`src/rtl/core/rkor_pkg.sv`:
```
// shared types, action codes and ring interval helper for the key ownership router
package rkor_pkg;

    localparam int unsigned CfgAddrWidth = 5;
    localparam int unsigned CfgDataWidth = 32;

    typedef enum logic [2:0] {
        REG_SELF_NODE_ID  = 3'd0,
        REG_PRED_NODE_ID  = 3'd1,
        REG_SUCC_NODE_ID  = 3'd2,
        REG_SELF_IPV4     = 3'd3,
        REG_SELF_UDP_PORT = 3'd4,
        REG_SUCC_IPV4     = 3'd5,
        REG_SUCC_UDP_PORT = 3'd6,
        REG_NONE          = 3'd7
    } t_reg_index;

    typedef enum logic [3:0] {
        ACT_SERVE       = 4'd0,
        ACT_REDIR_SUCC  = 4'd1,
        ACT_REDIR_CACHE = 4'd2,
        ACT_BUSY_CACHE  = 4'd3,
        ACT_BUSY_LOOKUP = 4'd4,
        ACT_REPLY_SELF  = 4'd5,
        ACT_REPLY_SUCC  = 4'd6,
        ACT_FORWARD     = 4'd7,
        ACT_STORED      = 4'd8,
        ACT_IGNORED     = 4'd9
    } t_action;

    localparam logic [7:0] MSG_LOOKUP = 8'd0;
    localparam logic [7:0] MSG_REPLY  = 8'd1;

    localparam logic OUT_KIND_LOOKUP = 1'b0;
    localparam logic OUT_KIND_REPLY  = 1'b1;

    localparam logic MODE_CLIENT   = 1'b0;
    localparam logic MODE_DATAGRAM = 1'b1;

    typedef struct packed {
        logic        mode;
        logic [15:0] key_hash;
        logic [7:0]  msg_kind;
        logic [15:0] msg_node_id;
        logic [31:0] msg_node_ip;
        logic [15:0] msg_node_port;
    } t_in_word;

    typedef struct packed {
        t_action     action;
        logic        out_kind;
        logic [15:0] out_key;
        logic [15:0] out_node_id;
        logic [31:0] out_node_ip;
        logic [15:0] out_node_port;
        logic [31:0] dest_ip;
        logic [15:0] dest_port;
    } t_out_word;

    typedef struct packed {
        logic [15:0] self_node_id;
        logic [15:0] pred_node_id;
        logic [15:0] succ_node_id;
        logic [31:0] self_ipv4;
        logic [15:0] self_udp_port;
        logic [31:0] succ_ipv4;
        logic [15:0] succ_udp_port;
    } t_cfg;

    typedef struct packed {
        logic        valid;
        logic [31:0] peer_ip;
        logic [15:0] peer_udp;
    } t_cache;

    // key in the ring interval (lo, hi]
    function automatic logic rkor_owns(input logic [15:0] key, input logic [15:0] hi,
                                       input logic [15:0] lo);
        if (lo < hi) begin
            return (key > lo) && (key <= hi);
        end
        return (key > lo) || (key <= hi);
    endfunction

endpackage

```
`src/rtl/core/rkor_decide.sv`:
```
// ownership decision and outgoing word build for one event, with next cache state
module rkor_decide (
    input  rkor_pkg::t_in_word  i_word,
    input  rkor_pkg::t_cfg      i_cfg,
    input  rkor_pkg::t_cache    i_cache,
    output rkor_pkg::t_out_word o_result,
    output rkor_pkg::t_cache    o_cache
);
    import rkor_pkg::*;

    logic lone_ring;
    logic self_owns;
    logic succ_owns;

    assign lone_ring = ((i_cfg.pred_node_id == i_cfg.self_node_id) &&
                        (i_cfg.succ_node_id == i_cfg.self_node_id)) ||
                       ((i_cfg.pred_node_id == '0) && (i_cfg.succ_node_id == '0));
    assign self_owns = rkor_owns(i_word.key_hash, i_cfg.self_node_id, i_cfg.pred_node_id);
    assign succ_owns = rkor_owns(i_word.key_hash, i_cfg.succ_node_id, i_cfg.self_node_id);

    always_comb begin
        o_result = '0;
        o_result.action = ACT_IGNORED;
        o_cache = i_cache;
        if (i_word.mode == MODE_CLIENT) begin
            priority if (lone_ring || self_owns) begin
                o_result.action = ACT_SERVE;
            end else if (i_cfg.succ_node_id == i_cfg.pred_node_id) begin
                o_result.action    = ACT_REDIR_SUCC;
                o_result.dest_ip   = i_cfg.succ_ipv4;
                o_result.dest_port = i_cfg.succ_udp_port;
            end else if (i_cache.valid) begin
                o_result.action    = ACT_REDIR_CACHE;
                o_result.dest_ip   = i_cache.peer_ip;
                o_result.dest_port = i_cache.peer_udp;
                o_cache.valid      = 1'b0;
            end else if (succ_owns) begin
                o_result.action   = ACT_BUSY_CACHE;
                o_cache.valid     = 1'b1;
                o_cache.peer_ip   = i_cfg.succ_ipv4;
                o_cache.peer_udp  = i_cfg.succ_udp_port;
            end else begin
                o_result.action        = ACT_BUSY_LOOKUP;
                o_result.out_kind      = OUT_KIND_LOOKUP;
                o_result.out_key       = i_word.key_hash;
                o_result.out_node_id   = i_cfg.self_node_id;
                o_result.out_node_ip   = i_cfg.self_ipv4;
                o_result.out_node_port = i_cfg.self_udp_port;
                o_result.dest_ip       = i_cfg.succ_ipv4;
                o_result.dest_port     = i_cfg.succ_udp_port;
            end
        end else if (i_word.msg_kind == MSG_LOOKUP) begin
            priority if (self_owns) begin
                o_result.action        = ACT_REPLY_SELF;
                o_result.out_kind      = OUT_KIND_REPLY;
                o_result.out_key       = i_cfg.pred_node_id;
                o_result.out_node_id   = i_cfg.self_node_id;
                o_result.out_node_ip   = i_cfg.self_ipv4;
                o_result.out_node_port = i_cfg.self_udp_port;
                o_result.dest_ip       = i_word.msg_node_ip;
                o_result.dest_port     = i_word.msg_node_port;
            end else if (succ_owns) begin
                o_result.action        = ACT_REPLY_SUCC;
                o_result.out_kind      = OUT_KIND_REPLY;
                o_result.out_key       = i_cfg.self_node_id;
                o_result.out_node_id   = i_cfg.succ_node_id;
                o_result.out_node_ip   = i_cfg.succ_ipv4;
                o_result.out_node_port = i_cfg.succ_udp_port;
                o_result.dest_ip       = i_word.msg_node_ip;
                o_result.dest_port     = i_word.msg_node_port;
            end else begin
                o_result.action        = ACT_FORWARD;
                o_result.out_kind      = OUT_KIND_LOOKUP;
                o_result.out_key       = i_word.key_hash;
                o_result.out_node_id   = i_word.msg_node_id;
                o_result.out_node_ip   = i_word.msg_node_ip;
                o_result.out_node_port = i_word.msg_node_port;
                o_result.dest_ip       = i_cfg.succ_ipv4;
                o_result.dest_port     = i_cfg.succ_udp_port;
            end
        end else if (i_word.msg_kind == MSG_REPLY) begin
            o_result.action   = ACT_STORED;
            o_cache.valid     = 1'b1;
            o_cache.peer_ip   = i_word.msg_node_ip;
            o_cache.peer_udp  = i_word.msg_node_port;
        end
    end

endmodule

```
`src/rtl/core/ring_key_ownership_router.sv`:
```
// top level of the ring key ownership router: register port, peer cache, output skid
// Takes one event per word (a client request with a hashed key, or a received ring
// datagram), decides which node on the 16-bit ring owns the key and returns one result
// word with the action code, the outgoing datagram fields and the destination. Each
// event is decided in the cycle it is accepted and a new word can be taken every cycle
// while the skid register is empty. The single-entry peer cache is updated at acceptance,
// so back-to-back events see each other's cache effect in order. A two-deep output stage
// (result register plus skid register) lets the input keep flowing for one word while the
// consumer stalls. Registers sit on an APB-style port at byte addresses
// 0x00 self id, 0x04 predecessor id, 0x08 successor id, 0x0C self IPv4, 0x10 self port,
// 0x14 successor IPv4, 0x18 successor port; write them only while the block is idle.
module ring_key_ownership_router (
    input  logic                                i_clk,
    input  logic                                i_rst_n,
    input  logic                                psel,
    input  logic                                penable,
    input  logic                                pwrite,
    input  logic [rkor_pkg::CfgAddrWidth-1:0]   paddr,
    input  logic [rkor_pkg::CfgDataWidth-1:0]   pwdata,
    output logic [rkor_pkg::CfgDataWidth-1:0]   prdata,
    output logic                                pready,
    input  logic                                i_in_valid,
    output logic                                o_in_ready,
    input  rkor_pkg::t_in_word                  i_in_word,
    output logic                                o_out_valid,
    input  logic                                i_out_ready,
    output rkor_pkg::t_out_word                 o_out_word
);
    import rkor_pkg::*;

    t_cfg       r_cfg;
    t_cache     r_cache;
    t_cache     n_cache;
    t_out_word  n_result;
    t_out_word  r_out_word;
    t_out_word  r_skid_word;
    logic       r_out_valid;
    logic       r_skid_valid;
    logic       in_fire;
    logic       out_fire;
    logic       cfg_write;
    t_reg_index reg_index;

    assign pready     = 1'b1;
    assign reg_index  = t_reg_index'(paddr[4:2]);
    assign cfg_write  = psel && penable && pwrite;
    assign o_in_ready = !r_skid_valid;
    assign in_fire    = i_in_valid && o_in_ready;
    assign out_fire   = r_out_valid && i_out_ready;
    assign o_out_valid = r_out_valid;
    assign o_out_word  = r_out_word;

    // register write
    always_ff @(posedge i_clk) begin
        if (!i_rst_n) begin
            r_cfg <= '0;
        end else if (cfg_write) begin
            unique case (reg_index)
                REG_SELF_NODE_ID:  r_cfg.self_node_id  <= pwdata[15:0];
                REG_PRED_NODE_ID:  r_cfg.pred_node_id  <= pwdata[15:0];
                REG_SUCC_NODE_ID:  r_cfg.succ_node_id  <= pwdata[15:0];
                REG_SELF_IPV4:     r_cfg.self_ipv4     <= pwdata;
                REG_SELF_UDP_PORT: r_cfg.self_udp_port <= pwdata[15:0];
                REG_SUCC_IPV4:     r_cfg.succ_ipv4     <= pwdata;
                REG_SUCC_UDP_PORT: r_cfg.succ_udp_port <= pwdata[15:0];
                REG_NONE:          ;
            endcase
        end
    end

    // register read
    always_comb begin
        prdata = '0;
        unique case (reg_index)
            REG_SELF_NODE_ID:  prdata = {16'd0, r_cfg.self_node_id};
            REG_PRED_NODE_ID:  prdata = {16'd0, r_cfg.pred_node_id};
            REG_SUCC_NODE_ID:  prdata = {16'd0, r_cfg.succ_node_id};
            REG_SELF_IPV4:     prdata = r_cfg.self_ipv4;
            REG_SELF_UDP_PORT: prdata = {16'd0, r_cfg.self_udp_port};
            REG_SUCC_IPV4:     prdata = r_cfg.succ_ipv4;
            REG_SUCC_UDP_PORT: prdata = {16'd0, r_cfg.succ_udp_port};
            REG_NONE:          prdata = '0;
        endcase
    end

    rkor_decide u_decide (
        .i_word   (i_in_word),
        .i_cfg    (r_cfg),
        .i_cache  (r_cache),
        .o_result (n_result),
        .o_cache  (n_cache)
    );

    // peer cache
    always_ff @(posedge i_clk) begin
        if (!i_rst_n) begin
            r_cache <= '0;
        end else if (in_fire) begin
            r_cache <= n_cache;
        end
    end

    // result register and skid register
    always_ff @(posedge i_clk) begin
        if (!i_rst_n) begin
            r_out_valid  <= 1'b0;
            r_skid_valid <= 1'b0;
        end else if (!r_out_valid || out_fire) begin
            if (r_skid_valid) begin
                r_out_valid  <= 1'b1;
                r_skid_valid <= 1'b0;
            end else begin
                r_out_valid <= in_fire;
            end
        end else if (in_fire) begin
            r_skid_valid <= 1'b1;
        end
    end

    always_ff @(posedge i_clk) begin
        if (!r_out_valid || out_fire) begin
            if (r_skid_valid) begin
                r_out_word <= r_skid_word;
            end else if (in_fire) begin
                r_out_word <= n_result;
            end
        end else if (in_fire) begin
            r_skid_word <= n_result;
        end
    end

`ifndef SYNTH
    assert property (@(posedge i_clk) disable iff (!i_rst_n)
        r_skid_valid |-> r_out_valid)
        else $error("skid word held without a result word");

    assert property (@(posedge i_clk) disable iff (!i_rst_n)
        in_fire && r_out_valid && !i_out_ready |=> r_skid_valid)
        else $error("word taken during stall not parked in skid");

    assert property (@(posedge i_clk) disable iff (!i_rst_n)
        in_fire && (i_in_word.mode == MODE_DATAGRAM) && (i_in_word.msg_kind == MSG_REPLY)
        |=> r_cache.valid)
        else $error("reply datagram did not load the peer cache");

    assert property (@(posedge i_clk) disable iff (!i_rst_n)
        in_fire && (n_result.action == ACT_REDIR_CACHE) |=> !r_cache.valid)
        else $error("cached redirect did not consume the cache");

    assert property (@(posedge i_clk) disable iff (!i_rst_n)
        in_fire && (n_result.action == ACT_REDIR_CACHE) |-> r_cache.valid)
        else $error("cached redirect issued with an empty cache");
`endif

endmodule
```
`config.mk`:
```
export PLATFORM = sky130hd
export DESIGN_NAME = ring_key_ownership_router
export DESIGN_NICKNAME = d
export VERILOG_FILES = /design/src/rtl/core/rkor_pkg.sv /design/src/rtl/core/rkor_decide.sv /design/src/rtl/core/ring_key_ownership_router.sv
export SDC_FILE = /design/constraint.sdc
export NUM_CORES = 1
export LEC_CHECK = 0
export ABC_CLOCK_PERIOD_IN_PS = 9580
export BUFFER_PORTS_ARGS = -buffer_cell sky130_fd_sc_hd__buf_2
export CAP_MARGIN = 20
export CORE_UTILIZATION = 35
export CTS_CLUSTER_SIZE = 20
export DETAILED_ROUTE_END_ITERATION = 8
export GPL_ROUTABILITY_DRIVEN = 0
export SYNTH_ARGS = -nofsm -noshare
export SYNTH_HDL_FRONTEND = slang
export SYNTH_HIERARCHICAL = 1
export SYNTH_SLANG_ARGS = --single-unit
```
`constraint.sdc`:
```
create_clock -name i_clk -period 9.58 [get_ports i_clk]
set_clock_uncertainty 0.1 [all_clocks]
set_input_delay 0.479 -clock i_clk [delete_from_list [all_inputs] [get_ports i_clk]]
set_output_delay 0.479 -clock i_clk [all_outputs]
set_load 0.005 [all_outputs]
```
==> Word level (Yosys, flattened, before mapping) <==
Cells that the tools add are included.
{ "word_totals": {"reg_bits": 461, "latch_bits": 0, "ram_bits": 0, "rom_bits": 0, "input_bits": 133, "elab_cells": 119, "memories": 0} }
{ "classes": {"addsub": 0, "n_mul": 0, "div_mod_pow": 0, "n_lt_le_gt_ge": 6, "n_eq_ne": 16, "n_shift": 0, "muxes": 34, "n_bitwise": 2, "n_reduce_logical": 33} }
{ "op_table": {"columns": ["cell", "count"], "rows": [
  ["2-to-1 mux 133 bit", 3],
  ["2-to-1 mux 49 bit", 6],
  ["2-to-1 mux 129 bit", 2],
  ["one-hot mux 32 bit (8 select lines)", 1],
  ["2-to-1 mux 81 bit", 2],
  ["2-to-1 mux 48 bit", 3],
  ["2-to-1 mux 131 bit", 1],
  ["2-to-1 mux 130 bit", 1],
  ["2-to-1 mux 128 bit", 1],
  ["== test 16 bit", 3],
  ["> comparator 16 bit", 2],
  ["less-or-equal comparator 16 bit", 2],
  ["zero test 16 bit", 2],
  ["< comparator 16 bit", 2],
  ["AND reduction 2 bit", 9],
  ["2-to-1 mux 4 bit", 4],
  ["== test 3 bit (second input constant)", 4],
  ["2-to-1 mux 1 bit", 9],
  ["== test 8 x 1 -> 1 bit (second input constant)", 1],
  ["logical AND 1 bit", 8],
  ["zero test 8 bit", 1],
  ["!= test 2 bit (second input constant)", 4],
  ["AND reduction 7 bit", 1],
  ["== test 3 x 2 -> 1 bit (second input constant)", 2],
  ["other kinds (10)", 17]
]} }

==> Longest topological paths before layout <==
Gate-level depths: netlist of the first run.
{ "logic_depth": {"ltp_word": 11, "depth_mapped": 16, "ltp_nobuf": 13} }

==> By module <==
Netlist of the first run, hierarchy kept.
{ "modules_own_cells": {"columns": ["module", "n_inst", "cells_per_inst", "area_each_um2", "seq_area_each_um2"], "rows": [
  ["ring_key_ownership_router", 1, 1328, 17954.7, 11891.4],
  ["rkor_decide", 1, 917, 6640.1, 0.0]
]} }

==> Worst setup path after synthesis of the first run <==
Ideal clock, no wire load.
{ "synth_path": {"path_kind": "flip-flop to flip-flop", "startpoint": "register r_skid_valid", "endpoint": "register r_out_word, in the netlist o_out_word[0] (enable)", "setup_ns": 0.643, "t_arrival_ns": 6.723, "required_ns": 8.837, "setup_slack_ns": 2.114, "stages_incl_launch_ff": 5, "n_path_buf": 2, "period_less_slack_ns": 7.466, "cell_sequence": "dfxtp_1 -> clkbuf_1 -> buf_2 -> nor2_1 -> nor2b_1"} }
{ "synth_via": {"elab_chain_len": 4} }
{ "synth_rtl": {"columns": ["element", "line", "text"], "rows": [
  ["start: declaration", "ring_key_ownership_router.sv:38", "logic r_skid_valid;"],
  ["start signal: assignment", "ring_key_ownership_router.sv:107", "r_skid_valid <= 1'b0;"],
  ["start signal: assignment", "ring_key_ownership_router.sv:111", "r_skid_valid <= 1'b0;"],
  ["start signal: assignment", "ring_key_ownership_router.sv:116", "r_skid_valid <= 1'b1;"],
  ["zero test 1 bit", "ring_key_ownership_router.sv:47", "assign o_in_ready = !r_skid_valid;"],
  ["logical AND 1 bit", "ring_key_ownership_router.sv:48", "assign in_fire = i_in_valid && o_in_ready;"],
  ["nonzero test 2 bit (no source line) *", null, null],
  ["AND reduction 2 bit (no source line) *", null, null],
  ["end signal: assignment", "ring_key_ownership_router.sv:123", "r_out_word <= r_skid_word;"],
  ["end signal: assignment", "ring_key_ownership_router.sv:125", "r_out_word <= n_result;"],
  ["end: declaration", "ring_key_ownership_router.sv:35", "t_out_word r_out_word;"]
]} }
Mark *: on every way between the ends. The rest lies on a longest branch, timed or not.
A chain may end at the register's enable or synchronous reset.

==> Worst setup path after layout of the first run <==
{ "layout_path": {"startpoint": "register r_cfg[135] in the netlist's numbering", "endpoint": "register r_cache[8] in the netlist's numbering"} }
{ "layout_via": {"elab_chain_len": 7} }
{ "layout_rtl": {"columns": ["element", "line", "text"], "rows": [
  ["start: declaration", "ring_key_ownership_router.sv:31", "t_cfg r_cfg;"],
  ["less-or-equal comparator 16 bit", "rkor_pkg.sv:80, rkor_pkg.sv:82", null],
  ["logical AND 1 bit", "rkor_pkg.sv:80", "return (key > lo) && (key <= hi);"],
  ["2-to-1 mux 1 bit", "rkor_pkg.sv:79", "if (lo < hi) begin"],
  ["2-to-1 mux 1 bit", "rkor_pkg.sv:82", "return (key > lo) || (key <= hi);"],
  ["logical OR 1 bit", "rkor_decide.sv:26", "priority if (lone_ring || self_owns) begin"],
  ["!= test 2 bit (no source line)", null, null],
  ["AND reduction 7 bit (no source line) *", null, null],
  ["end signal: assignment", "ring_key_ownership_router.sv:99", "r_cache <= n_cache;"],
  ["end: declaration", "ring_key_ownership_router.sv:32", "t_cache r_cache;"]
]} }
Mark *: on every way between the ends. The rest lies on a longest branch, timed or not. The select of a mux whose other input is x is not followed.

==> summary.txt, run 1 <==
Outcome
  – Status: finished, final reports clean

CTS
  – CTS Sinks: about 460
  – Post-CTS Hold Buffers: 0
  – Post-cts resize count: 0
  – CTS tree: done
  – Clk slew on worst S/H paths: roughly 0.06 ns
  – Clk root buf: clkbuf_16
  – Setup bufs post-CTS: 0
  – Worst skew pair latency: roughly 0.62 ns
  – Num CTS Buffers: 50
  – Clock Path Buffers: 3
  – H-tree levels: 2

Final layout
  – Fin nets: about 2700
  – Proportion of layout cells with a drive suffix above 1: 0.232
  – Area Overhead vs Synth: 15.8%
  – Most frequent cells in the layout: 343 x nand2_1, 308 x mux2i_1, 296 x buf_2
  – Commonest non-fill, non-tap cell in the layout: nand2_1

Floorplanning
  – I/O pin count: around 300
  – Die Width: 267 µm
  – Initial Util: 0.356
  – Row count: 96
  – Die height: about 270 µm
  – Core ar.: approximately 70000 µm²
  – Die footprint: 71300 µm²

Setup path
  – Crit-path cells: inv_1 > ha_1 > a21oi_1 > o21ai_0 > a221o_1 > o31ai_2 > maj3_4 > buf_4 > or3_1 > buf_4 > nand2_1 > a22oi_1 > nand2_1 > a21boi_0
  – Critical Path Sink Type: flip-flop
  – CP top delay family: buffers and inverters
  – Crit-path slowest cell: buf_4
  – R2R depth: 14
  – Worst EP required: approximately 10 ns
  – R2r setup slk: between 4 and 5 ns
  – R2R Path End: r_cache[8]
  – Crit path max fanout: 49
  – WP data arrival: 5.64 ns
  – Crit path buf inv count: 3
  – RR Startpoint: r_cfg[135]
  – Slowest stage delay, CP: 0.78 ns
  – Crit start category: flip-flop
  – WS Path Type: flip-flop to flip-flop

Power
  – Sequential fraction of design power: 0.468
  – Leak Pwr: ~10 nW
  – Switch share: 0.250
  – Power density cells: 164 nW/µm²
  – Int Power: between 0.003 and 0.004 W
  – Clk pwr share: 0.430
  – Combinational fraction of design power: 0.102
  – Tot Pwr: around 0.0047 W
  – NetSw: approximately 0.0012 W
  – Worst VDD drop: about 110 µV

Timing
  – Period minus WS final: 5.22 ns
  – TNS Setup: 0 ns
  – Max Freq: 0.192 GHz
  – Slew headroom: 0.219
  – Min Hold Slack: approximately 0.043 ns
  – Final setup viols: 0
  – Final hold viol count: 0
  – Final worst path period share: 0.545
  – Max-slew violations: 0
  – RSZ-0062 raised after global routing: false
  – Worst-margin pin slew: 1.17 ns

Route
  – Via count: around 20000
  – WL final: roughly 86 mm
  – Iteration-0 DRC Markers: between 2000 and 2500
  – Vias per inst: between 5 and 6
  – Drt drc: 0
  – Post-route ant nets: 0
  – DRT Pass-1 Iters: 8
  – WL/cell: between 20 and 30 µm

Synthesis
  – Register area share after synthesis: 0.483
  – Mapped Cells: about 2200
  – Synthesis Warnings: 6
  – Avg Inst Size Synth: between 10 and 15 µm²
  – Ys flop type: edfxtp_1
  – Netlist cell types: between 60 and 70
  – Synth Cell Area: 24600 µm²
  – Synth Net Count: approximately 2500
  – Synthesized flop and latch total: approximately 460
  – Ys async rst share: 0
  – Number of synthesized flops with an enable pin: 266

Global route
  – First-pass GRT wire length: 126 mm
  – Overflow after GRT: 0
  – Number of global-route vias before repair: 19100
  – Initial antenna violation count: 21
  – Gr usage total: 0.234
  – Largest net degree at the start of global routing: between 150 and 200

Hold path
  – Hold Path End: r_cfg[82]
  – Worst hold start: pwdata[18]
  – Worst hold path class: input pin to flip-flop
  – Hold Crit Depth: 3

Place
  – Port bufs: about 300
  – DP HPWL: 57.4 mm

Flow run
  – Max-cap check violation count: 0
-- cell type report --
class,count,area (µm²)
fillers,6567,40600
clock buffers,77,1500
inverters,64,240
flip-flops and latches,461,11900
multi-input cells,1552,11700
diodes,10,25.0
repair buffers,327,1760
well taps,931,1160
clock inverters,16,214
-- per-stage QoR --
step           instances  setup slack [ns]   util  cell area [µm²]
3_3_place_gp        3334              4.58  0.387            26700
5_1_grt             3434              4.10  0.412            28500
4_1_cts             3427              4.44  0.412            28400
3_5_place_dp        3334              4.44  0.387            26700
2_1_floorplan       2245              2.11      -            24600
6_report            3438              4.36  0.413            28500
-- power by group through the flow --
stage,clock network (W),registers [W],logic [W]
6_report,0.00202,0.00219,0.000476
3_3_place_gp,0,0.00223,0.000457
2_1_floorplan,0,0.00224,0.000279
3_5_place_dp,0,0.00224,0.000467
4_1_cts,0.00205,0.00219,0.000469
5_1_grt,0.00213,0.00220,0.000508
-- metal layers --
metal	wire, µm	track usage
met1	36300	0.320
met2	38700	0.361
met3	7670	0.0489
met4	3260	0.0920
met5	140	0
-- cell families (layout without fill, tap and decap cells) --
family          after synthesis  count (layout)  synth area share
xor+xnor                     16              16           0.00570
mux                         446             446             0.189
compound gates              474             474             0.138
simple gates                534             534            0.0985
fa+ha+maj                    81              81            0.0412
buf+inv                     232             484            0.0440
other cells                   1              11          0.000152
flops                       461             461             0.483
-- cells in the mapped netlist (9+ instances only) --
cell type	instances	area, µm²
edfxtp_1	266	7990
a21oi_1	102	510
clkbuf_1	86	323
o2bb2ai_1	65	569
nand3_1	16	80.1
a21boi_0	50	375
mux2i_1	308	3080
xnor2_1	16	140
and3_1	11	68.8
inv_1	64	240
buf_6	11	124
nand2b_1	15	93.8
nor2_1	44	165
buf_2	46	230
o22ai_1	48	300
a22oi_1	118	886
mux2_2	138	1550
nor2b_1	31	194
nand2_1	345	1290
buf_4	19	143
o21ai_0	12	60.1
nor4_1	14	87.6
nand4_1	20	125
a221o_1	20	200
dfxtp_1	195	3900
ha_1	80	1000
a21o_1	9	67.6
-- worst reg2reg max path: stages, from the launching register on --
cell,delay (ns)
dfxtp_1,0.60
inv_1,0.17
ha_1,0.32
a21oi_1,0.15
o21ai_0,0.11
a221o_1,0.32
o31ai_2,0.46
maj3_4,0.73
buf_4,0.80
or3_1,0.22
buf_4,0.57
nand2_1,0.18
a22oi_1,0.17
nand2_1,0.07
a21boi_0,0.19
-- sequential cells by signal, summed over array words and instances (netlist names) --
register / cells
r_cfg: 144
r_cache: 49
o_out_valid: 1
r_skid_word: 133
o_out_word: 133
r_skid_valid: 1
-- worst max path at each step --
stage | startpoint | endpoint | slack (ns) | cells after the start
2_1_floorplan | r_skid_valid | o_out_word[0] | 2.11 | 4
3_3_place_gp | r_cfg[142] | r_cache[32] | 4.58 | 14
3_5_place_dp | r_cfg[142] | r_cache[45] | 4.44 | 14
4_1_cts | r_cfg[135] | r_cache[45] | 4.44 | 14
5_1_grt | r_cfg[135] | r_cache[16] | 4.10 | 14
6_report | r_cfg[135] | r_cache[8] | 4.36 | 14
No activity file was read; power rests on OpenSTA's default activity.
==> inputs of run 2 (changes only) <==
Settings changed: ABC_CLOCK_PERIOD_IN_PS 9580 to 4300.
Clock period 9.58 ns to 4.3 ns, I/O delays scaled along.
==> summary.txt, run 2 (synthesized netlist as in run 1, its figures left out) <==
Power
  – Leak Pwr: 11.1 nW (+6.4%)
  – Power density cells: 350 nW/µm² (+110%)
  – Worst VDD drop: 303 µV (+170%)

Route
  – Vias per inst: 5.73 (-1.0%)
  – Drt drc: 0 (unchanged)
  – DRT Pass-1 Iters: 8 (unchanged)
  – Iteration-0 DRC Markers: 2177 (-8.6%)
  – Post-route ant nets: 0 (unchanged)
  – WL final: 87.4 mm (+1.5%)
  – WL/cell: 24.4 µm (-2.6%)
  – Via count: 20500 (+3.1%)

CTS
  – Setup bufs post-CTS: 0 (unchanged)
  – CTS tree: done
  – CTS Sinks: 461 (unchanged)
  – H-tree levels: 2 (unchanged)
  – Clk slew on worst S/H paths: 0.06 ns (about the same)
  – Worst skew pair latency: 0.62 ns (about the same)
  – Num CTS Buffers: 51 (+2.0%)
  – Clk root buf: clkbuf_16
  – Clock Path Buffers: 3 (unchanged)

Final layout
  – Final instance area: 29900 µm² (+4.8%)
  – Max reg flops: 144 (unchanged)
  – Proportion of layout cells with a drive suffix above 1: 0.239 (+0.00744)
  – Commonest non-fill, non-tap cell in the layout: nand2_1
  – Most flops, register: r_cfg
  – Number of fill cells: 6472 (-1.4%)
  – Most frequent cells in the layout: 343 x nand2_1, 308 x mux2i_1, 295 x buf_2
  – Area Overhead vs Synth: 21.4%
  – Fin nets: 2815 (+5.5%)

Floorplanning
  – Die Width: 267 µm (unchanged)
  – Die height: 267 µm (unchanged)
  – Die footprint: 71300 µm² (unchanged)
  – I/O pin count: 301 (unchanged)
  – Row count: 96 (unchanged)
  – Initial Util: 0.356 (unchanged)
  – Core ar.: 69100 µm² (unchanged)

Flow run
  – Max-cap check violation count: 0 (unchanged)

Global route
  – Number of global-route vias before repair: 20100 (+5.0%)
  – Largest net degree at the start of global routing: 102 (-32%)
  – Overflow after GRT: 0 (unchanged)
  – First-pass GRT wire length: 127 mm (+1.0%)
  – Gr usage total: 0.237 (+0.00243)
  – Initial antenna violation count: 12 (-43%)

Timing
  – Max Freq: 0.240 GHz (+25%)
  – TNS Setup: 0 ns (unchanged)
  – RSZ-0062 raised after global routing: false
  – Final worst path period share: 0.969 (+0.424)
  – Worst-margin pin slew: 1.14 ns (-0.0262 ns)
  – Final hold viol count: 0 (unchanged)
  – Slew headroom: 0.239 (+0.0200)
  – Max-slew violations: 0 (unchanged)
  – Period minus WS final: 4.17 ns (-1.05 ns)
  – Final setup viols: 0 (unchanged)

Setup path
  – RR Startpoint: r_cfg[127]
  – Worst EP required: 4.66 ns (-5.34 ns)
  – WS Path Type: flip-flop to flip-flop
  – WP data arrival: 4.53 ns (-1.11 ns)
  – Crit path max fanout: 19 (-61%)
  – Critical Path Sink Type: flip-flop
  – Crit start category: flip-flop
  – Crit path launch: r_cfg[127]

Place
  – Port bufs: 297 (unchanged)
  – DP HPWL: 60.3 mm (+5.0%)
  – Cell Area, Placed: 27200 µm² (+1.8%)

Hold path
  – Worst hold start: i_in_word[12]
  – Worst hold path class: input pin to flip-flop

Outcome
  – Status: finished, final reports clean
==> run 2: worst paths after layout <==
kind / to / slack [ns] / cells past startpoint
max reg2reg: o_out_word[56] / 0.13 / 12
min reg2reg: r_cfg[95] / 0.37 / 2
max: o_out_word[56] / 0.13 / 12
min: r_cache[12] / 0.02 / 5
==> run 2: final cells by class <==
type / count / area (µm²) / area share
Timing Repair Buffer: 472 / 3180 / 0.107
Sequential cell: 461 / 11900 / 0.398
Tap cell: 931 / 1160 / 0.0390
Inverter: 64 / 240 / 0.00804
Antenna cell: 6 / 15.0 / 0.000503
Clock buffer: 61 / 1360 / 0.0454
Multi-Input combinational cell: 1552 / 11700 / 0.392
Clock inverter: 35 / 304 / 0.0102
==> run 2: metal layers <==
metal,up-vias,global-route usage,wire length (µm)
li1,9105,-,-
met1,10200,0.318,37000
met2,997,0.368,39400
met3,241,0.0394,6730
met4,6,0.116,4310
met5,-,0,39
==> run 2: what timing repair did <==
item / CTS / global route
hold buffers: 95 / 0
endpoints found under the hold margin: 153 / 0
setup endpoints to repair: 0 / 34
gates resized for setup: 0 / 2
==> run 2: critical path, cell delays in order (launching register included) <==
cell and delay (ns):
dfxtp_1 0.38, inv_1 0.07, ha_1 0.29, nand4_1 0.22, nor4_2 0.47, a21bo_1 0.26
a41o_1 0.22, a21o_1 0.18, a21bo_2 0.36, and2_1 0.27, a21o_2 0.48, o2bb2ai_1 0.42
mux2_2 0.29
==> run 2: through the flow <==
stage	hold slack (ns)	util	std cells	total power, W	setup WS, ns
2_1_floorplan	0.279	-	2245	0.00559	0.929
3_3_place_gp	0.356	0.394	3385	0.00601	0.321
3_5_place_dp	0.365	0.394	3385	0.00604	0.267
4_1_cts	0.00111	0.432	3576	0.0105	0.227
5_1_grt	0.0270	0.432	3581	0.0108	0.0759
6_report	0.0236	0.432	3582	0.0104	0.134
==> run 2: power breakdown <==
group / leakage [nW] / switching (W) / internal (W)
Clock: 0.814 / 0.00195 / 0.00245
Combinational: 6.32 / 0.000702 / 0.000464
Sequential: 3.96 / 0.0000774 / 0.00480
